**src/sv/mbps_pkg.sv**
```systemverilog
// ----------------------------------------------------------------------------
// Masked byte pattern search: shared definitions
// Widths, codes and the control bundles that the top level hands to the
// matcher cells and the history line.
// ----------------------------------------------------------------------------
package mbps_pkg;

  localparam int unsigned MAX_PATTERN_BYTES_DEF = 128;
  localparam int unsigned OFFSET_BITS_DEF       = 25;

  localparam int unsigned BYTE_BITS     = 8;
  localparam int unsigned ENTRY_BITS    = 7;
  localparam int unsigned CFG_ADDR_BITS = 3;
  localparam int unsigned CFG_DATA_BITS = 32;

  // Width of one AND group in the match reduction
  localparam int unsigned GROUP_BITS = 16;

  // Request kinds on the input channel
  localparam logic ACT_LOAD = 1'b0;
  localparam logic ACT_DATA = 1'b1;

  // Register word index (paddr[2])
  localparam logic REG_PATTERN_LENGTH = 1'b0;

  // Window movement for one cycle
  typedef struct packed {
    logic                 down;  // move bytes toward older positions
    logic                 up;    // move bytes toward newer positions
    logic                 ins;   // a data byte enters at the insert cell
    logic [BYTE_BITS-1:0] data;
  } mbps_shift_t;

  // Pattern entry write
  typedef struct packed {
    logic                  en;
    logic [ENTRY_BITS-1:0] idx;
    logic [BYTE_BITS-1:0]  pat;
    logic [BYTE_BITS-1:0]  mask;
  } mbps_wr_t;

endpackage

```
**src/sv/mbps_reduce.sv**
```systemverilog
// ----------------------------------------------------------------------------
// Match reduction stage
// ANDs the per-cell compare flags in fixed-size groups and registers the
// group results; the top level finishes the AND over the groups.
// ----------------------------------------------------------------------------
module mbps_reduce import mbps_pkg::*; #(
  parameter int unsigned MAX_PATTERN_BYTES = MAX_PATTERN_BYTES_DEF,
  localparam int unsigned NG = (MAX_PATTERN_BYTES + GROUP_BITS - 1) / GROUP_BITS
) (
  input  logic                         clk,
  input  logic                         adv,
  input  logic [MAX_PATTERN_BYTES-1:0] ok_i,
  output logic [NG-1:0]                grp_o
);

  logic [NG*GROUP_BITS-1:0] ok_pad;
  logic [NG-1:0]            grp_r;

  // Pad missing flags with pass
  always_comb begin
    ok_pad                          = '1;
    ok_pad[MAX_PATTERN_BYTES-1:0]   = ok_i;
  end

  // Register group ANDs
  always_ff @(posedge clk) begin
    if (adv) begin
      for (int g = 0; g < NG; g++) begin
        grp_r[g] <= &ok_pad[g*GROUP_BITS +: GROUP_BITS];
      end
    end
  end

  assign grp_o = grp_r;

endmodule

```
**config.mk**
```make
export PLATFORM = sky130hd
export DESIGN_NAME = mbps_reduce
export DESIGN_NICKNAME = d
export VERILOG_FILES = /design/src/sv/mbps_pkg.sv /design/src/sv/mbps_reduce.sv
export SDC_FILE = /design/constraint.sdc
export NUM_CORES = 1
export LEC_CHECK = 0
export BUFFER_PORTS_ARGS = -buffer_cell sky130_fd_sc_hd__buf_4
export CAP_MARGIN = 10
export CELL_PAD_IN_SITES_DETAIL_PLACEMENT = 0
export CELL_PAD_IN_SITES_GLOBAL_PLACEMENT = 2
export CORE_MARGIN = 2
export CORE_UTILIZATION = 10
export CTS_CLUSTER_SIZE = 30
export DETAILED_ROUTE_END_ITERATION = 7
export GPL_TIMING_DRIVEN = 0
export HOLD_SLACK_MARGIN = 0.15
export MAX_ROUTING_LAYER = met4
export PLACE_DENSITY_LB_ADDON = 0.2
export SYNTH_ARGS = -nofsm -noshare
export SYNTH_HDL_FRONTEND = slang
export SYNTH_SLANG_ARGS = --single-unit
```
**constraint.sdc**
```tcl
create_clock -name clk -period 0.8 [get_ports clk]
set_input_delay 0.04 -clock clk [delete_from_list [all_inputs] [get_ports clk]]
set_output_delay 0.04 -clock clk [all_outputs]
set_load 0.01 [all_outputs]
```
Yosys cells after proc, flatten, opt, wreduce, memory -nomap -nowiden. Index checks and enable logic that the tools add are counted.

Shifts and indexed selects: 0. Divide/modulo/power cells: 0. Multipliers: 0. Eq/ne operators: 0. Muxes and demuxes: 0. Bitwise operators: 0. Reductions and logical operators: 8. Add/sub/neg operators: 0. Magnitude comparators: 0.

Operators by type and width (count): $reduce_and 16->1 (8).

Register bits: 8. Logic and storage cells: 9. Memories: 0. ROM bits: 0. Memory bits (writable): 0. Bits in latches: 0. Input port bits: 130.

Longest topological paths before layout.
Depth in word-level cells: 1. Gate-level depth with buffers: 2. Mapped depth without buffers: 2.

Worst setup path after synthesis. No wires, ideal clock.

Path kind: input-to-reg. From: input port ok_i[2]. To: register grp_r[0] (netlist: grp_o[0]), data pin. Setup time: 0.170 ns. Buffers on the path: 0. Data arrival time: 0.376 ns. Required time: 0.630 ns. Cell stages on the path: 2. Path slack: 0.254 ns. Cell sequence: nand4_1 -> nor4_2.

Longest elaborated chain between the ends: 1.

RTL lines: from (decl) (line mbps_reduce.sv:12) `input logic [MAX_PATTERN_BYTES-1:0] ok_i,`; $reduce_and 16->1 (line mbps_reduce.sv:29) `grp_r[g] <= &ok_pad[g*GROUP_BITS +: GROUP_BITS];`; to (signal, indexed assignment) (line mbps_reduce.sv:29); to (decl) (line mbps_reduce.sv:17) `logic [NG-1:0] grp_r;`.

Every way passes these cells. A chain may end at the register's enable or synchronous reset.

Final worst setup path.
From: register grp_r[3] (netlist: grp_o[3]). To: output port grp_o[3].

RTL lines: to (decl) (line mbps_reduce.sv:13) `output logic [NG-1:0] grp_o`.

No word-level cell between the ends.

==> results.json <==
{
  "die_w_um": 77.5,
  "first_pass_grt_wire_length_mm": 4.47,
  "initial_antenna_violation_count": 0,
  "instances_no_fill": 258,
  "netlist_top_cells_area": "sky130_fd_sc_hd__edfxtp_1 (44%), sky130_fd_sc_hd__nand4_1 (37%), sky130_fd_sc_hd__nor4_2 (19%)",
  "grt_max_degree": 9,
  "rsz0062_at_grt": "yes",
  "vdd_ir_drop_max_v": 0.000379,
  "drt_pre_antenna_iters": 2,
  "worstSetupStartpoint": "grp_o[3]",
  "startpoint_type": "register",
  "p_leak_uw": 0.000776,
  "post_synth_num_cell_types": 3,
  "dpl.hpwl_mm": 2.74,
  "critical_path.max_stage_delay_ns": 0.38,
  "worst_hold_startpoint": "adv",
  "tritoncts": "done",
  "synthToLayoutAreaGrowth_pct": 216,
  "crit_path_max_fanout": 1,
  "antenna_cells_inserted": 0,
  "design_power_total_uw": 1560,
  "grtUsageTotal_pct": 9.83,
  "hp-class": "primary input to register",
  "start_util_pct": 10.4,
  "cts_buffers": 3,
  "timing_hold_violations_final": 0,
  "worst_path_dominant_cell_family": "flip-flops",
  "first_iter_violations": 9,
  "clock_sink_count": 8,
  "h-tree-depth": 1,
  "critical_path_arrival_ns": 0.75,
  "antenna_left": 0,
  "fin_setup_tns_ns": 0,
  "shortest_period_the_worst_path_allows_ns": 0.787,
  "ratio_of_cells_with_drive_above_1_in_the_final_layout_pct": 78.7,
  "critical_path_required_ns": 0.76,
  "drt_drc_violations_left": 0,
  "report.final.slew_viol_count": 0,
  "wirelength_mm": 2.91,
  "design.portCount": 138,
  "weighted_congestion_reported_at_the_end_of_routability_driven_placement": 0.775,
  "floorplan.die_area_um2": 6010,
  "outcome": "complete, no violations",
  "placeable_core_region_um2": 5170,
  "vias_in_the_first_global_route": 1146,
  "synth_nets": 178,
  "top_cell_type_by_total_area_after_synthesis": "sky130_fd_sc_hd__edfxtp_1",
  "ctsLongestPathBuffers": 2,
  "count_of_buffer_and_inverter_cells_on_the_critical_path": 1,
  "maxCapViolCount": 0,
  "avgRoutedWirePerCell_um": 11.3,
  "cp-end-kind": "output pin",
  "powerDensity_nw_per_um2": 915,
  "largest_register_ff_count": 8,
  "layout_worst_path_cycle_share_pct": 98.3,
  "nNetsFinal": 320,
  "cts_root_buffer": "sky130_fd_sc_hd__clkbuf_8",
  "seq_area_frac_synth_pct": 44.4,
  "criticalPathCategory": "register to output pin",
  "fmax_mhz": 1270,
  "post_drt_via_cell_ratio": 4.04,
  "synthesis.area_um2": 541,
  "setup_viol": 0,
  "clkSlewWorstSetupHoldPaths_ns": 0.05,
  "chip_height_um": 77.5,
  "via_total_after_detailed_routing": 1043,
  "number_of_input_and_output_port_buffers_inserted": 137,
  "max_slew_margin_pct": 86.6,
  "yosysWarnings": 0,
  "fp-row-count": 26,
  "synth_seq_cells": 8,
  "globalRoute.totalOverflow": 0,
  "postSynthCellCount": 48,
  "synthesis.area_per_instance_um2": 11.3,
  "crit_chain": "buf_6",
  "crit_slowest_cell": "sky130_fd_sc_hd__edfxtp_1",
  "post-cts-setup-buffer-count": 0,
  "yosysTopAreaCellShare_pct": 44.4,
  "numPlacedInstances": 255,
  "tightest_slew_ns": 0.200
}
-- what timing repair did --
item,in CTS,in global routing
endpoints found under the hold margin,8,8
resized for setup,1,1
setup endpoints to repair,1,2
-- final timing paths --
path | depth (start not counted) | slack [ns] | to
max | 1 | 0.01 | grp_o[3]
min | 1 | 0.11 | grp_o[5]
-- logic make-up after synthesis --
kind of cell / Yosys count / synth area share [%]
flip-flops: 8 / 44.4
AND/OR/NAND/NOR: 40 / 55.6
-- power breakdown --
part	leakage (µW)	switching [µW]	total [µW]	internal [µW]
clock	0.0000216	178	506	328
sequential	0.0000759	5.81	488	482
combinational	0.000678	132	567	435
-- placed cells by master (no fill, tap or decap) --
cell type and count:
sky130_fd_sc_hd__buf_4 135, sky130_fd_sc_hd__buf_6 2, sky130_fd_sc_hd__clkbuf_8 3, sky130_fd_sc_hd__edfxtp_1 8, sky130_fd_sc_hd__nand4_1 32, sky130_fd_sc_hd__nor4_2 8
-- through the flow --
| step | setup WS [ns] | utilization [%] | hold WS (ns) | instance area [µm²] |
|---|---|---|---|---|
| global route | -0.0219 | 33.0 | 0.114 | 1710 |
| global placement | 0.0913 | 32.0 | 0.349 | 1660 |
| CTS | -0.00253 | 32.9 | 0.117 | 1700 |
| detailed placement | 0.0855 | 32.0 | 0.356 | 1660 |
| floorplan | 0.254 | - | 0.152 | 541 |
| finish | 0.0134 | 33.0 | 0.110 | 1710 |
-- routing by layer --
layer / track usage [%] / vias to the layer above / wire length [µm]
met5: - / - / 0
met4: 3.75 / 0 / 47
met3: 4.53 / 4 / 330
met2: 18.4 / 77 / 1660
met1: 8.45 / 450 / 872
li1: - / 512 / -
-- cells in the mapped netlist, drive strengths merged --
cell type and instances:
nand4 32, edfxtp 8, nor4 8
-- cell type report --
type                            count  area, µm²
Clock buffer                        3       41.3
Fill cell                         552       3470
Multi-Input combinational cell     40        300
Sequential cell                     8        240
Tap cell                           70       87.6
Timing Repair Buffer              137       1040
Power figures use the tool's default switching activity.
