==> config.mk <==
export PLATFORM = sky130hd
export DESIGN_NAME = mbps_hist
export DESIGN_NICKNAME = d
export VERILOG_FILES = /design/src/sv/mbps_pkg.sv /design/src/sv/mbps_hist.sv
export SDC_FILE = /design/constraint.sdc
export NUM_CORES = 1
export LEC_CHECK = 0
export BUFFER_PORTS_ARGS = -buffer_cell sky130_fd_sc_hd__buf_2
export CORE_MARGIN = 2
export CORE_UTILIZATION = 62
export CTS_CLUSTER_DIAMETER = 100
export DETAILED_ROUTE_END_ITERATION = 8
export GPL_TIMING_DRIVEN = 0
export PLACE_DENSITY_LB_ADDON = 0.08
export SLEW_MARGIN = 0
export SYNTH_ARGS = -nofsm -noshare
export SYNTH_HDL_FRONTEND = slang
export SYNTH_SLANG_ARGS = --single-unit
==> constraint.sdc <==
create_clock -name clk -period 19.3 [get_ports clk]
set_input_delay 1.93 -clock clk [delete_from_list [all_inputs] [get_ports clk]]
set_output_delay 1.93 -clock clk [all_outputs]
set_load 0.03 [all_outputs]
==> src/sv/mbps_pkg.sv <==
// ----------------------------------------------------------------------------
// Masked byte pattern search: shared definitions
// Widths, codes and the control bundles that the top level hands to the
// matcher cells and the history line.
// ----------------------------------------------------------------------------
package mbps_pkg;

  localparam int unsigned MAX_PATTERN_BYTES_DEF = 128;
  localparam int unsigned OFFSET_BITS_DEF       = 25;

  localparam int unsigned BYTE_BITS     = 8;
  localparam int unsigned ENTRY_BITS    = 7;
  localparam int unsigned CFG_ADDR_BITS = 3;
  localparam int unsigned CFG_DATA_BITS = 32;

  // Width of one AND group in the match reduction
  localparam int unsigned GROUP_BITS = 16;

  // Request kinds on the input channel
  localparam logic ACT_LOAD = 1'b0;
  localparam logic ACT_DATA = 1'b1;

  // Register word index (paddr[2])
  localparam logic REG_PATTERN_LENGTH = 1'b0;

  // Window movement for one cycle
  typedef struct packed {
    logic                 down;  // move bytes toward older positions
    logic                 up;    // move bytes toward newer positions
    logic                 ins;   // a data byte enters at the insert cell
    logic [BYTE_BITS-1:0] data;
  } mbps_shift_t;

  // Pattern entry write
  typedef struct packed {
    logic                  en;
    logic [ENTRY_BITS-1:0] idx;
    logic [BYTE_BITS-1:0]  pat;
    logic [BYTE_BITS-1:0]  mask;
  } mbps_wr_t;

endpackage

==> src/sv/mbps_hist.sv <==
// ----------------------------------------------------------------------------
// Window history line
// Older window bytes below the matcher cells. Keeps enough history that the
// window can be realigned to any pattern length without losing bytes.
// ----------------------------------------------------------------------------
module mbps_hist import mbps_pkg::*; #(
  parameter int unsigned MAX_PATTERN_BYTES = MAX_PATTERN_BYTES_DEF
) (
  input  logic                 clk,
  input  mbps_shift_t          shift,
  input  logic [BYTE_BITS-1:0] top_in,
  output logic [BYTE_BITS-1:0] top_out
);

  localparam int unsigned DEPTH = MAX_PATTERN_BYTES - 1;

  logic [BYTE_BITS-1:0] hist_r [DEPTH];

  for (genvar p = 0; p < DEPTH; p++) begin : g_slot
    logic [BYTE_BITS-1:0] above;
    logic [BYTE_BITS-1:0] below;

    if (p == DEPTH - 1) begin : g_top
      assign above = top_in;
    end else begin : g_mid
      assign above = hist_r[p+1];
    end

    if (p == 0) begin : g_bot
      assign below = hist_r[0];
    end else begin : g_low
      assign below = hist_r[p-1];
    end

    // Shift one slot per window move
    always_ff @(posedge clk) begin
      if (shift.down) begin
        hist_r[p] <= above;
      end else if (shift.up) begin
        hist_r[p] <= below;
      end
    end
  end

  assign top_out = hist_r[DEPTH-1];

endmodule

-- Word level (Yosys, flattened, before mapping)
Memories as Yosys holds them, arrays and structs flattened.
Index checks and enable logic that the tools add are counted.
W data, S select, Z words.
- register bits after elaboration: 0
- bits in writable memories: 1016
- bits of input ports: 20
- logic and storage cells: 260
- memories kept: 1
- memory list (memory ; words ; width ; rd ports ; clocked after memory_dff ; wr ports ; line ; source):
    hist_r ; 127 ; 8 ; 127 ; 0 ; 127 ; mbps_hist.sv:17 ; logic [BYTE_BITS-1:0] hist_r [DEPTH];
- mux-type cells: 132
- bitwise logic cells: 127
- operators with widths (cell ; number):
    $mux W8 ; 127
    $or A1 B1 Y1 ; 127
    $mux W1 ; 5

-- Logic depth before layout (Yosys ltp)
Gate-level depths: netlist of the first run.
- word-level depth: 4
- depth in mapped cells: 6
- depth with buffers taken out: 2

-- Worst setup path after synthesis of the first run
Ideal clock, no wire load.
- path type: input to register
- from: input port shift[10] (netlist bit)
- to: memory hist_r[12][4], in the netlist hist_r[0][100] (enable)
- library setup time: 969 ps
- data arrival time: 13898 ps
- data required time: 18331 ps
- path slack: 4432 ps
- stages: 1
- buffers on the path: 0
- cells stage by stage: or2_2
- RTL lines (what ; line ; source):
    start: declaration ; mbps_hist.sv:10 ; input mbps_shift_t shift,
    end: declaration ; mbps_hist.sv:17 ;

==> metrics.cfg, run 1 <==
[synthesis]
netlist_instances=2139
synth_fp_nets=2159
synthSimpleGateAreaFrac_pct=0.02887
largest_family_of_logic_cells_by_synthesized_area=multiplexers
netlist-cell-type-count=9
synth-compound-area-share_pct=0
ys.warnings.count=0
synth-xor-area-share_pct=0
synth.yosys.seq_area_share_pct=70.40
ys_seq_elements=1016
yosys.area_share.adder_pct=0
mean_instance_size_in_the_synthesized_netlist_um2=20.26
cell_area_after_technology_mapping_mm2=0.04334
synthMuxAreaShare_pct=27.92

[placed_design]
dpl.hpwl_um=42050
placed_instance_count=3104
place_congestion=0.7138
dpl-instance-area_mm2=0.04503
port-buffer-count=18
dp_slack_ns=14.46

[power_and_ir_drop]
pwr_density_cell_mw_per_mm2=119.0
irDropWorstVdd_mv=0.06919
leakage_power_uw=0.01786
power_frac_clock_pct=34.2
power.combinational.fraction_pct=10.4
p_switching_uw=1229
sw_frac_of_total_pct=21.35
internal_power_uw=4527
part_of_the_total_power_dissipated_in_sequential_elements_pct=55.4

[drt]
detail_route.vias_per_cell=5.717
wirelength_um=64910
drt-initial-drc-count=1672
post-route-drc-count=0
dr_total_vias=18820
antenna_left=0
drt-wirelength-per-cell_um=19.72
firstDrtPassIters=6

[finish]
largest_registers=hist_r x1016
most_common_cell_after_layout_fill_and_taps_aside=sky130_fd_sc_hd__edfxtp_1
area_growth_syn_to_layout_pct=11.60
layout.cells.non_filler=3292
largest_register_ff_count=1016
antenna_cells=0
nNetsFinal=2297
final_area_mm2=0.04837
largest-register=hist_r
post-route-util_pct=70.15
layout-drive-gt1-share_pct=54.89
top_library_cells_by_usage_in_the_layout_fill_and_taps_aside=sky130_fd_sc_hd__edfxtp_1, sky130_fd_sc_hd__mux2_2, sky130_fd_sc_hd__mux2_4

[worst_hold_path]
timing.hold.worst_endpoint=hist_r[0][4]
hold_class=reg2reg
min_path_cells=0
holdCritStartpoint=hist_r[0][12]

[critical_path]
timing.critical_path.max_delay_family=buffers and inverters
timing.critical_path.required_ns=19.60
worst_setup_path_end_kind=flip-flop
timing.rr.end=hist_r[1][444]
critical_path_buf_inv_count=6
worst-endpoint-arrival_ns=4.46
setup.worst_path.start_class=input port
critPathSlowestCell=sky130_fd_sc_hd__or2_4
worst_r2r_path_depth=1
reg_to_reg_slack_setup_ns=18.27
crit_type=in2reg
critPathMaxStageDelay_ns=0.62
cpMostUsedCell=sky130_fd_sc_hd__buf_16
worst_r2r_src=hist_r[1][452]
worstPathMaxFanout=75
path_cells=buf_2, or2_4, buf_16, buf_16, buf_16, buf_16, buf_16

[global_route]
wire_length_of_the_first_global_routing_pass_um=105900
first_global_vias=19210
antenna_found_initial=1
globalRouteTotalUtil_pct=18.34
grt_start_max_net_pins=76
globalRoute.totalOverflow=0

[clock_network]
cts_inserted_buffers=102
clock_tree_from_tritoncts=yes
post_cts_resized=0
cts_hold_repair.buffers=0
max-clock-path-buffers=3
worst_setup_hold_path_clk_slew_ns=0.06
cts.repair_timing.setup_buffer_count=0
clock_tree.root_cell=sky130_fd_sc_hd__clkbuf_16
tritoncts_num_sinks=1016
clock_insertion_delay_worst_skew_ns=0.63
h_tree_level_count=3

[sta]
fin_crit_sh_pct=21.54
finalCriticalPeriod_ns=4.157
post-route-worst-setup-slack_ns=15.14
finalSetupTns_ns=0
hold_violations=0
rsz0062_at_grt=false
tightestPinTransition_ns=0.7888
drv_slew=0
timing.clock.skew_ns=0.01137
final-setup-viol-count=0
relSlewSlack_pct=47.42
timing.fmax_ghz=0.2406

[floorplanning]
floorplan.initialDensity_pct=62.86
pin_count=28
core_area_mm2=0.06895
die-height_um=268.4
design.die.area_mm2=0.07203
placement_rows=96
horiz_die_dim_um=268.4

[outcome]
outcome=finished, final reports clean

[run]
cap_violations=0

-- cells in the mapped netlist --
cell	instances	area [um2]
sky130_fd_sc_hd__buf_6	23	259.0
sky130_fd_sc_hd__mux2_4	200	3003
sky130_fd_sc_hd__buf_2	87	435.4
sky130_fd_sc_hd__nand2b_1	1	6.260
sky130_fd_sc_hd__buf_4	2	15.01
sky130_fd_sc_hd__or2_2	1	6.260
sky130_fd_sc_hd__edfxtp_1	1016	30510
sky130_fd_sc_hd__clkbuf_1	1	3.750
sky130_fd_sc_hd__mux2_2	808	9099
-- through the flow --
stage	hold WS, ns	total power (uW)
finish	0.4515	5755
global route	0.4629	5987
CTS	0.4516	5812
detailed placement	0.4343	3833
global placement	0.4321	3833
floorplan	0.4222	3673
-- kinds of logic after synthesis --
group | Yosys count
buffers and inverters | 113
DFF | 1016
muxes | 1008
and+or+nand+nor | 2
-- metal layers --
metal	share of wire, %	vias to the layer above	GRT usage, %
li1	-	8814	-
met5	0	-	0
met4	1.3	0	4.700
met3	3.3	68	2.868
met1	51	9704	29.41
met2	44	233	26.41
-- area by class of cell --
class                   instances  area (um2)
flip-flops and latches       1016       30510
multi-input cells            1010       12120
repair buffers                 34       523.0
well taps                     931        1165
fillers                      4370       20580
clock buffers                 126        2706
plain buffers                 113       713.2
clock inverters                62       631.9
-- worst max path at each step --
stage,from,end,slack [ns],cells past startpoint
floorplan,shift[10],hist_r[0][100],4.43,1
finish,shift[10],hist_r[0][232],15.14,7
CTS,shift[10],hist_r[0][232],15.14,7
global route,shift[10],hist_r[0][232],14.93,7
global placement,shift[9],hist_r[1][321],0.43,2
detailed placement,shift[10],hist_r[0][232],14.46,7
-- power groups by stage --
stage	registers, uW	logic [uW]	clock network [uW]
3_5_place_dp	3230	599	0
4_1_cts	3190	605	2020
6_report	3190	596	1970
2_1_floorplan	3160	513	0
3_3_place_gp	3280	554	0
5_1_grt	3240	649	2100
(Power assumes the default switching activity.)
==> inputs of run 2 (changes only) <==
CORE_UTILIZATION = 57   (was 62)
clock period = 3.7 ns   (was 19.3 ns; I/O delays follow)
==> run 2 against run 1 <==
Against the previous run: first-iteration DRC count down 17%; clock power rose to 5.2 times the previous value; core utilization down 5.9 points; largest cell class unchanged.
==> metrics.cfg, run 2 (same netlist as run 1, synthesis figures left out) <==
[outcome]
outcome=finished, final reports clean

[floorplanning]
horiz_die_dim_um=279.7
placement_rows=101
floorplan.initialDensity_pct=57.35
pin_count=28
core_area_mm2=0.07557
design.die.area_mm2=0.07825
die-height_um=279.7

[clock_network]
clock_tree.root_cell=sky130_fd_sc_hd__clkbuf_16
h_tree_level_count=3
cts.repair_timing.setup_buffer_count=0
clock_insertion_delay_worst_skew_ns=0.65
tritoncts_num_sinks=1016
max-clock-path-buffers=3
cts_inserted_buffers=105
worst_setup_hold_path_clk_slew_ns=0.06
clock_tree_from_tritoncts=yes

[critical_path]
critPathMaxStageDelay_ns=0.45
setup.worst_path.start_class=input port
cpMostUsedCell=sky130_fd_sc_hd__buf_16
critical_path_buf_inv_count=6
critPathSlowestCell=sky130_fd_sc_hd__or2_4
timing.critical_path.required_ns=4.00
worstPathMaxFanout=68
path_cells=buf_2, or2_4, buf_16, buf_16, buf_16, buf_16, buf_16
worst-endpoint-arrival_ns=2.62
timing.critical_path.max_delay_family=buffers and inverters
worst_setup_path_end_kind=flip-flop
crit_type=in2reg

[sta]
finalCriticalPeriod_ns=2.320
timing.fmax_ghz=0.4310
final-setup-viol-count=0
fin_crit_sh_pct=62.71
tightestPinTransition_ns=0.6222
relSlewSlack_pct=58.52
finalSetupTns_ns=0
drv_slew=0
rsz0062_at_grt=false
timing.clock.skew_ns=0.02057
hold_violations=0

[finish]
top_library_cells_by_usage_in_the_layout_fill_and_taps_aside=sky130_fd_sc_hd__edfxtp_1, sky130_fd_sc_hd__mux2_2, sky130_fd_sc_hd__mux2_4
largest_register_ff_count=1016
antenna_cells=0
area_growth_syn_to_layout_pct=11.99
largest_registers=hist_r x1016
layout-drive-gt1-share_pct=54.78
nNetsFinal=2309
most_common_cell_after_layout_fill_and_taps_aside=sky130_fd_sc_hd__edfxtp_1
largest-register=hist_r

[power_and_ir_drop]
leakage_power_uw=0.01792
pwr_density_cell_mw_per_mm2=617.9
post-layout-total-power_uw=29990
irDropWorstVdd_mv=0.4246

[drt]
drt-initial-drc-count=1383
antenna_left=0
detail_route.vias_per_cell=5.579
firstDrtPassIters=5
wirelength_um=65220
post-route-drc-count=0
dr_total_vias=18700
drt-wirelength-per-cell_um=19.46

[global_route]
antenna_found_initial=1
wire_length_of_the_first_global_routing_pass_um=106400
globalRoute.totalOverflow=0
globalRouteTotalUtil_pct=16.78
grt_start_max_net_pins=72
first_global_vias=19180

[run]
cap_violations=0

[placed_design]
port-buffer-count=18
dpl.hpwl_um=42130
place_congestion=0.7123

[worst_hold_path]
hold_class=in2reg

==> run 2: what timing repair did <==
| item | 4_1_cts | 5_1_grt |
|---|---|---|
| resized for setup | 0 | 0 |
| hold endpoints to repair | 8 | 0 |
| hold buffers | 8 | 0 |
==> run 2: final cells by class <==
| type | count | area [um2] |
|---|---|---|
| Multi-Input combinational cell | 1010 | 12120 |
| Tap cell | 978 | 1224 |
| Buffer | 113 | 713.2 |
| Clock inverter | 64 | 593.1 |
| Sequential cell | 1016 | 30510 |
| Clock buffer | 127 | 2753 |
| Timing Repair Buffer | 43 | 623.1 |
| Fill cell | 5226 | 27040 |
==> run 2: routing by layer <==
| layer | GRT usage [%] | vias to the layer above | wire length, um |
|---|---|---|---|
| met3 | 2.752 | 120 | 1789 |
| met4 | 4.881 | 0 | 1571 |
| met5 | 0 | - | 0 |
| met2 | 24.28 | 197 | 28370 |
| met1 | 26.30 | 9572 | 33490 |
| li1 | - | 8807 | - |
==> run 2: path summary, 6_finish.rpt <==
kind,startpoint,endpoint,slack (ns),cells past startpoint
worst min register to register,hist_r[0][10],hist_r[0][2],0.44,0
worst max register to register,hist_r[1][460],hist_r[1][452],2.68,1
worst max-delay path,shift[10],hist_r[1][346],1.38,7
worst min-delay path,shift[10],hist_r[0][7],0.38,2
==> run 2: through the flow <==
step                util (%)  hold slack, ns  instances  instance area [um2]  setup WS, ns
floorplan                  -          0.4222       2139                43340        -4.415
global route           64.22          0.3882       3351                48530         1.193
CTS                    64.22          0.3711       3351                48530         1.370
detailed placement     59.69          0.4451       3152                45110        0.6841
global placement       59.09          0.4323       3135                44650        -7.093
finish                 64.22          0.3840       3351                48530         1.380
==> run 2: power breakdown <==
group	leakage (uW)	switching [uW]	internal (uW)	total, uW
combinational	0.00589	1010	2100	3100
sequential	0.0104	1180	15400	16600
clock	0.00164	4290	5980	10300
