`config.mk`:
```
export PLATFORM = sky130hd
export DESIGN_NAME = mbps_cell
export DESIGN_NICKNAME = d
export VERILOG_FILES = /design/src/sv/mbps_pkg.sv /design/src/sv/mbps_cell.sv
export SDC_FILE = /design/constraint.sdc
export NUM_CORES = 1
export LEC_CHECK = 0
export BUFFER_PORTS_ARGS = -buffer_cell sky130_fd_sc_hd__buf_2
export CORE_UTILIZATION = 30
export CTS_CLUSTER_DIAMETER = 30
export DETAILED_ROUTE_END_ITERATION = 8
export PLACE_DENSITY = 0.58
export SETUP_SLACK_MARGIN = 0.15
export SLEW_MARGIN = 0
export SYNTH_ARGS = -nofsm -noshare
export SYNTH_HDL_FRONTEND = slang
export SYNTH_SLANG_ARGS = --single-unit
```
`constraint.sdc`:
```
create_clock -name clk -period 1.35 [get_ports clk]
set_input_delay 0.2025 -clock clk [delete_from_list [all_inputs] [get_ports clk]]
set_output_delay 0.2025 -clock clk [all_outputs]
set_load 0.01 [all_outputs]
```
`src/sv/mbps_pkg.sv`:
```
// ----------------------------------------------------------------------------
// Masked byte pattern search: shared definitions
// Widths, codes and the control bundles that the top level hands to the
// matcher cells and the history line.
// ----------------------------------------------------------------------------
package mbps_pkg;

  localparam int unsigned MAX_PATTERN_BYTES_DEF = 128;
  localparam int unsigned OFFSET_BITS_DEF       = 25;

  localparam int unsigned BYTE_BITS     = 8;
  localparam int unsigned ENTRY_BITS    = 7;
  localparam int unsigned CFG_ADDR_BITS = 3;
  localparam int unsigned CFG_DATA_BITS = 32;

  // Width of one AND group in the match reduction
  localparam int unsigned GROUP_BITS = 16;

  // Request kinds on the input channel
  localparam logic ACT_LOAD = 1'b0;
  localparam logic ACT_DATA = 1'b1;

  // Register word index (paddr[2])
  localparam logic REG_PATTERN_LENGTH = 1'b0;

  // Window movement for one cycle
  typedef struct packed {
    logic                 down;  // move bytes toward older positions
    logic                 up;    // move bytes toward newer positions
    logic                 ins;   // a data byte enters at the insert cell
    logic [BYTE_BITS-1:0] data;
  } mbps_shift_t;

  // Pattern entry write
  typedef struct packed {
    logic                  en;
    logic [ENTRY_BITS-1:0] idx;
    logic [BYTE_BITS-1:0]  pat;
    logic [BYTE_BITS-1:0]  mask;
  } mbps_wr_t;

endpackage

```
`src/sv/mbps_cell.sv`:
```
// ----------------------------------------------------------------------------
// Matcher cell
// Holds one pattern entry, its mask and one window byte. The window byte
// moves to a neighbor cell each cycle the window shifts; the masked compare
// result is registered for the reduction tree.
// ----------------------------------------------------------------------------
module mbps_cell import mbps_pkg::*; #(
  parameter int unsigned MAX_PATTERN_BYTES = MAX_PATTERN_BYTES_DEF,
  parameter int unsigned J                 = 0,
  localparam int unsigned LW               = $clog2(MAX_PATTERN_BYTES + 1)
) (
  input  logic                 clk,
  input  logic                 adv,
  input  mbps_shift_t          shift,
  input  mbps_wr_t             wr,
  input  logic [LW-1:0]        len,
  input  logic [BYTE_BITS-1:0] from_above,
  input  logic [BYTE_BITS-1:0] from_below,
  output logic [BYTE_BITS-1:0] win_o,
  output logic                 ok_o
);

  logic [BYTE_BITS-1:0] win_r;
  logic [BYTE_BITS-1:0] pat_r;
  logic [BYTE_BITS-1:0] mask_r;
  logic                 ok_r;
  logic                 ins_here;
  logic                 beyond_len;

  // New byte lands in the cell of the last pattern index
  assign ins_here   = shift.ins && (32'(len) == J + 32'd1);
  assign beyond_len = (J >= 32'(len));

  // Shift the window byte
  always_ff @(posedge clk) begin
    if (shift.down) begin
      win_r <= ins_here ? shift.data : from_above;
    end else if (shift.up) begin
      win_r <= from_below;
    end
  end

  // Load pattern entry
  always_ff @(posedge clk) begin
    if (wr.en && (32'(wr.idx) == J)) begin
      pat_r  <= wr.pat;
      mask_r <= wr.mask;
    end
  end

  // Register masked compare; entries past the length always pass
  always_ff @(posedge clk) begin
    if (adv) begin
      ok_r <= beyond_len || ((win_r & mask_r) == pat_r);
    end
  end

  assign win_o = win_r;
  assign ok_o  = ok_r;

endmodule

```
* Yosys cells after proc, flatten, opt, wreduce, memory -nomap -nowiden
Index checks and enable logic that the tools add are counted.
** Cells by class
- Bitwise logic cells :: 1
- Multiplexer cells :: 3
- Reductions and logical operators :: 5
- Order comparisons :: 1
- Equality and inequality tests :: 2
** Operators with widths (number)
- 8-bit two-way mux :: 3
- 8-bit AND :: 1
- 8-bit by 1-bit == test with 1-bit output, second input constant :: 1
- 8-bit == test :: 1
- 1-bit by 8-bit >= comparator with 1-bit output, first input constant :: 1
- 7-bit zero test :: 1
- 1-bit logical AND :: 2
- 2-bit nonzero test :: 1
- 1-bit logical OR :: 1
** Storage, ports and cells
- Input bits :: 61
- Logic and storage cells :: 16
- Flip-flop bits (word level) :: 25

* Depth between registers and ports, before layout
Gate-level depths: netlist of run 1.
- Depth after elaboration :: 4
- Depth in mapped cells :: 4
- Depth with buffers taken out :: 4

* Worst setup path before layout of run 1
Ideal clock, no wire load.
- Kind :: input -> register
- From :: input port wr[17] (netlist bit)
- To :: register mask_r[0], enable pin
- Buffers on the path :: 0
- Stages :: 2
- Setup slack :: -0.011 ns
- Library setup time :: 0.374 ns
- Arrival :: 0.987 ns
- Cells stage by stage :: nor4_1 > and4b_1
** On the way
- Word-level cells in the longest chain between the ends :: 2
** RTL lines
- start, declared :: line mbps_cell.sv:15 : input mbps_wr_t wr,
- 7-bit zero test :: line mbps_cell.sv:45 : if (wr.en && (32'(wr.idx) == J)) begin
- 1-bit logical AND :: line mbps_cell.sv:45
- end signal, assigned :: line mbps_cell.sv:47 : mask_r <= wr.mask;
- end, declared :: line mbps_cell.sv:25 : logic [BYTE_BITS-1:0] mask_r;
No other way between the ends.
A chain may end at the register's enable or synchronous reset.

* Worst setup path in the final report of run 1
- From :: input port len[6]
- To :: register win_r[1] (netlist: win_o[1]), data pin
** On the way
- Word-level cells in the longest chain between the ends :: 4
** RTL lines
- start, declared :: line mbps_cell.sv:16 : input logic [LW-1:0] len,
- 8-bit by 1-bit == test with 1-bit output :: line mbps_cell.sv:31 : assign ins_here = shift.ins && (32'(len) == J + 32'd1);
- 1-bit logical AND :: line mbps_cell.sv:31
- 8-bit two-way mux :: line mbps_cell.sv:37 : win_r <= ins_here ? shift.data : from_above;
- 8-bit two-way mux :: line mbps_cell.sv:36 : if (shift.down) begin
- end signal, assigned :: line mbps_cell.sv:37
- end signal, assigned :: line mbps_cell.sv:39 : win_r <= from_below;
- end, declared :: line mbps_cell.sv:23 : logic [BYTE_BITS-1:0] win_r;
No other way between the ends.

==> results of run 1 <==
==> routing by layer <==
layer  vias to the layer above  GRT usage [%]  part of all wire, %
met1                       363          12.07                   36
li1                        433              -                    -
met5                         -              0                    0
met2                        45          24.32                   56
met4                         0          6.105                 0.60
met3                         2          2.372                  7.2
==> power by group <==
group          total (mW)  switching (mW)  internal [mW]  leakage [nW]
Sequential          0.904          0.0155          0.888         0.235
Combinational       0.198          0.0878          0.110         0.465
Clock               0.334           0.218          0.115        0.0150
Total                1.44           0.322           1.11         0.715
==> timing repair <==
action | 4_1_cts | 5_1_grt
gates resized for setup | 0 | 3
hold buffers | 0 | 0
endpoints found under the setup margin | 0 | 2
==> layout make-up <==
class	count	share of cell area, %
flip-flops and latches	25	47.73
repair buffers	71	24.50
multi-input cells	51	22.43
well taps	46	3.660
clock buffers	4	1.671
==> worst max-delay path, stage by stage <==
cell and delay [ns]:
buf_6 0.10, nor4_4 0.33, nand4_4 0.27, mux2i_1 0.23, a21oi_1 0.08
==> cells in the final DEF (no fill, tap or decap) <==
master	count
a21oi_1	8
and4b_2	1
buf_12	1
buf_2	67
buf_4	1
buf_6	2
clkbuf_1	1
clkbuf_4	3
edfxtp_1	25
mux2i_1	8
nand2_1	9
nand4_1	2
nand4_4	1
nor2_1	9
nor3_2	1
nor4_1	1
nor4_4	1
o22ai_1	1
or2_2	1
xor2_1	8
==> sequential cells by signal, summed over array words and instances (netlist names) <==
register  flops
win_o         8
mask_r        8
ok_o          1
pat_r         8
==> final timing paths <==
path | to | slack [ns] | cells after the start
min reg2reg | ok_o | 0.72 | 3
max | win_o[1] | 0.22 | 5
min | mask_r[0] | 0.05 | 1
max reg2reg | ok_o | 0.26 | 4
==> stage by stage <==
step,util [%],area (sq um),power (mW),instances
after detailed placement,44.91,1534,1.121,193
final,46.04,1573,1.435,197
after CTS,45.68,1560,1.446,197
after floorplan,-,1111,0.9884,78
after global placement,44.91,1534,1.114,193
after global routing,46.04,1573,1.508,197
==> kinds of logic after synthesis <==
logic type,count (synthesis),synth area share [%]
AND/OR/NAND/NOR,26,12.90
flip-flops,25,68.49
AO/OA/AOI/OAI,9,4.224
XOR/XNOR,8,6.393
multiplexers,8,7.306
buffers and inverters,2,0.6852
==> cell usage after synthesis, drive strengths merged <==
library cell  number
nor3               1
nor4               2
nor2               9
xor2               8
and4b              1
nand4              3
o22ai              1
edfxtp            25
mux2i              8
or2                1
a21oi              8
clkbuf             2
nand2              9
==> run summary, run 1 <==
Final worst slack: 0.2247 ns
Tightest Pin Transition: 0.2872 ns
CTS clock-pin slew for the worst setup and hold paths: 0.13 ns
Status: completed
I/O Pins: 70
Max Clock Skew: 0.003031 ns
Worst Setup End Kind: flip-flop
Wire length per cell: 11.86 um
Die X-Extent: 62.45 um
Critical path peak fanout: 8
Post-Syn Area: 1096 sq um
Min Tclk post-route: 1.125 ns
Core region area: 3416 sq um
Storage cell area: 750.7 sq um
CTS Root Cell: clkbuf_4
Post-synth net total: 139
Final Max Tran Viols: 0
Setup violators final: 0
IO Port Bufs: 69
Ys Warns: 0
GRT Residual Overflow: 0
Slew headroom: 80.71%
Fin crit share: 83.35%
Die ar.: 3899 sq um
Worst Setup Slack post-DPL: -0.1650 ns
Initial core utilization: 32.09%
Vias in the first global route: 826
Die H: 62.45 um
GRT Total Usage: 12.38%
Synth-to-Final Area Change: 43.49%
Crit path DAT: 1.21 ns
Sequential share of the synthesized area: 68.49%
Hold Path Origin: wr[0]
Setup TNS: 0 ns
CP Class: in -> reg
Maximum clock path buffer count: 2
First-pass GRT wire length: 3.588 mm
Flops & latches, synth: 25
Row count: 21
Placer Congestion: 0.7389
Final #Nets: 213
Maxcap violations: 0
Clk Latency, worst-skew pair: 0.31 ns
Area contributors post-synth: edfxtp_1 (68%), mux2i_1 (7.3%), xor2_1 (6.4%), a21oi_1 (3.7%), nand2_1 (3.1%)
Largest net degree at the start of global routing: 17
Power per cell area: 912.7 nW/um^2
Synth Instances: 78
Hold Path Class: in -> reg
DRC: 0
Drt total wl: 2.337 mm
CP startpoint kind: primary input
Leakage: 0.7150 nW
CTS tree: done
Via Count: 843
Worst vdd ir: 0.4408 mV
Post-synth top area cell: edfxtp_1
Num CTS Buffers: 3
Area taken by multi-input logic gates: 352.8 sq um
Unrepaired setup endpoints after global routing: yes
Fraction of layout cells with a size suffix above 1: 52.32%
Start point of the critical path: len[6]
Ant diodes: 0
Detail Placement HPWL: 1.929 mm
Avg Inst Size Synth: 14.05 sq um
Clock net sink count: 25
Routed Antenna Nets: 0
Antenna violations before repair: 0
Worst EP required: 1.43 ns
Fillers: 353
Reg-to-Reg Start: win_o[5]
Area share of the largest cell type after synthesis: 68.49%
F_max: 0.8887 GHz
Yosys cell types: 15
Number of iterations in the first detailed-routing pass: 4
Via-to-Cell Ratio: 4.279
Final hold slack: 0.05154 ns
H-tree depth: 1
Setup Buffers After CTS: 0
DRT iter0 DRCs: 20
Final Hold Violating Endpoints: 0
Note: power is estimated with default switching activity, not from simulation.
==> inputs of run 2 (changes only) <==
ABC_AREA = 1   (was default)
PLACE_DENSITY = 0.53   (was 0.58)
clock period = 1.1 ns   (was 1.35 ns; I/O delays follow)
==> run 2 against run 1 <==
  * Worst hold slack improved by 0.025 ns
  * Cell count increased by 38%
  * Combinational power up 46%
  * Largest cell class unchanged
==> run summary, run 2 <==
Status: completed
CTS clock-pin slew for the worst setup and hold paths: 0.08 ns
Via-to-Cell Ratio: 4.103
Unrepaired setup endpoints after global routing: yes
Crit path buf inv count: 0
Fin crit share: 97.14%
Row count: 23
Power per cell area: 1043 nW/um^2
Area contributors post-synth: edfxtp_1 (57%), nand2_1 (14%), nand3_1 (9.1%), inv_1 (7.9%), nor2_8 (3.0%)
Count leader, synth: nand2_1
Area share of the largest cell type after synthesis: 56.71%
GRT Total Usage: 11.92%
Num CTS Buffers: 3
Synth Instances: 148
Setup Buffers After CTS: 0
Final Hold Violating Endpoints: 0
Setup violators final: 0
Core region area: 4115 sq um
Crit path DAT: 1.09 ns
Post-synth net total: 209
Final worst slack: 0.03152 ns
Initial core utilization: 32.17%
EDFF count, synth: 25
CTS tree: done
F_max: 0.9359 GHz
Final Max Tran Viols: 0
Ys flop type: edfxtp_1
Fraction of layout cells with a size suffix above 1: 41.89%
CP Class: reg -> reg
Die H: 68.43 um
CP startpoint kind: flip-flop
Critical path's slowest cell: edfxtp_1
Largest net degree at the start of global routing: 17
Yosys cell types: 15
Hold Path Class: in -> reg
Worst Setup Slack post-DPL: -0.02263 ns
Slew headroom: 82.64%
Area taken by multi-input logic gates: 494.2 sq um
Wire length per cell: 9.636 um
DRC: 0
IO Port Bufs: 69
Flops & latches, synth: 25
I/O Pins: 70
Via Count: 1116
Die ar.: 4682 sq um
Fillers: 426
Most frequent cells in the layout: buf_2 (69), nand2_1 (49), inv_1 (27)
Worst EP required: 1.12 ns
Clock net sink count: 25
DRT iter0 DRCs: 24
Commonest non-fill, non-tap cell in the layout: buf_2
Maximum clock path buffer count: 2
First-pass GRT wire length: 3.995 mm
Number of iterations in the first detailed-routing pass: 2
Post-synth top area cell: edfxtp_1
Worst vdd ir: 0.4110 mV
Most frequent cells after synthesis: nand2_1 (51), inv_1 (28), edfxtp_1 (25), nand3_1 (24), nor2_1 (4)
Final #Nets: 284
Synth-to-Final Area Change: 39.04%
Maxcap violations: 0
Sequential share of the synthesized area: 56.71%
Crit path cell chain: nand3b_1 -> nand3_2 -> nor2_2 -> nand2_1 -> nand2_1
Ys Warns: 0
Placer Congestion: 0.7611
Tightest Pin Transition: 0.2585 ns
Routed Antenna Nets: 0
Worst Setup End Kind: flip-flop
Detail Placement HPWL: 2.258 mm
Ant diodes: 0
Avg Inst Size Synth: 8.944 sq um
GRT Residual Overflow: 0
Vias in the first global route: 1001
Storage cell area: 750.7 sq um
Max Clock Skew: 0.003314 ns
Antenna violations before repair: 0
Leakage: 0.9812 nW
Die X-Extent: 68.43 um
CTS Root Cell: clkbuf_8
Max incr delay on CP: 0.39 ns
Min Tclk post-route: 1.068 ns
Cell mode on critical path: nand2_1
Cell family with most CP delay: simple AND/OR/NAND/NOR gates
Post-Syn Area: 1324 sq um
Final Core Density: 44.72%
FF-to-FF setup slack: 0.03 ns
Synth async-reset ratio: 0%
Drt total wl: 2.621 mm
Critical path peak fanout: 2
Clk Latency, worst-skew pair: 0.26 ns
Final hold slack: 0.07620 ns
H-tree depth: 1
run 2: cell count changes after synthesis, sizes merged, moves of 3 or more:
| cell | change |
|---|---|
| a21oi | -8 |
| inv | +30 |
| mux2i | -8 |
| nand2 | +46 |
| nand3 | +25 |
| nand3b | +3 |
| nand4 | -3 |
| nor2 | -3 |
| xor2 | -8 |
run 2: final timing paths:
check           start   endpoint  depth (start not counted)
max          pat_r[7]       ok_o                          5
min             wr[2]  mask_r[2]                          1
max reg2reg  pat_r[7]       ok_o                          5
min reg2reg  pat_r[5]       ok_o                          5
run 2: final cells by class:
class | count | area share [%]
Sequential cell | 25 | 40.79
Clock buffer | 4 | 2.447
Tap cell | 50 | 3.399
Timing Repair Buffer | 71 | 20.26
Inverter | 30 | 6.254
Multi-Input combinational cell | 92 | 26.85
run 2: repair_timing:
action,4_1_cts,5_1_grt
resized for setup,0,3
hold buffers,0,0
pin swaps,3,7
setup endpoints to repair,9,10
hold endpoints to repair,0,0
run 2: metrics by stage:
| step | instances | area, sq um | power (mW) | setup TNS [ns] |
|---|---|---|---|---|
| 4_1_cts | 272 | 1828 | 1.949 | 0 |
| 5_1_grt | 272 | 1841 | 2.027 | -0.06525 |
| 6_report | 272 | 1841 | 1.919 | 0 |
| 3_3_place_gp | 268 | 1783 | 1.433 | -0.2377 |
| 2_1_floorplan | 148 | 1361 | 1.266 | -2.644 |
| 3_5_place_dp | 268 | 1783 | 1.435 | -0.3546 |
run 2: routing by layer:
layer  GRT usage (%)  vias up  wire (um)
li1                -      616          -
met1           13.69      457       1144
met2           19.73       41       1233
met3           3.667        2        215
met4           6.250        0         27
met5               0        -          0
run 2: worst reg2reg max path, stage by stage (launching register included):
cell and delay [ns]:
edfxtp_1 0.39, nand3b_1 0.18, nand3_2 0.09, nor2_2 0.04, nand2_1 0.07, nand2_1 0.06
run 2: cells by family (layout without fill, tap and decap cells):
group | Yosys count | after routing | synth area share, %
and+or+nand+nor | 92 | 92 | 33.74
DFF | 25 | 25 | 56.71
buffers and inverters | 31 | 105 | 9.546
run 2: report_power, final:
group / internal [mW] / total [mW] / switching, mW
sequential: 1.09 / 1.12 / 0.0288
combinational: 0.145 / 0.289 / 0.144
clock: 0.258 / 0.510 / 0.252
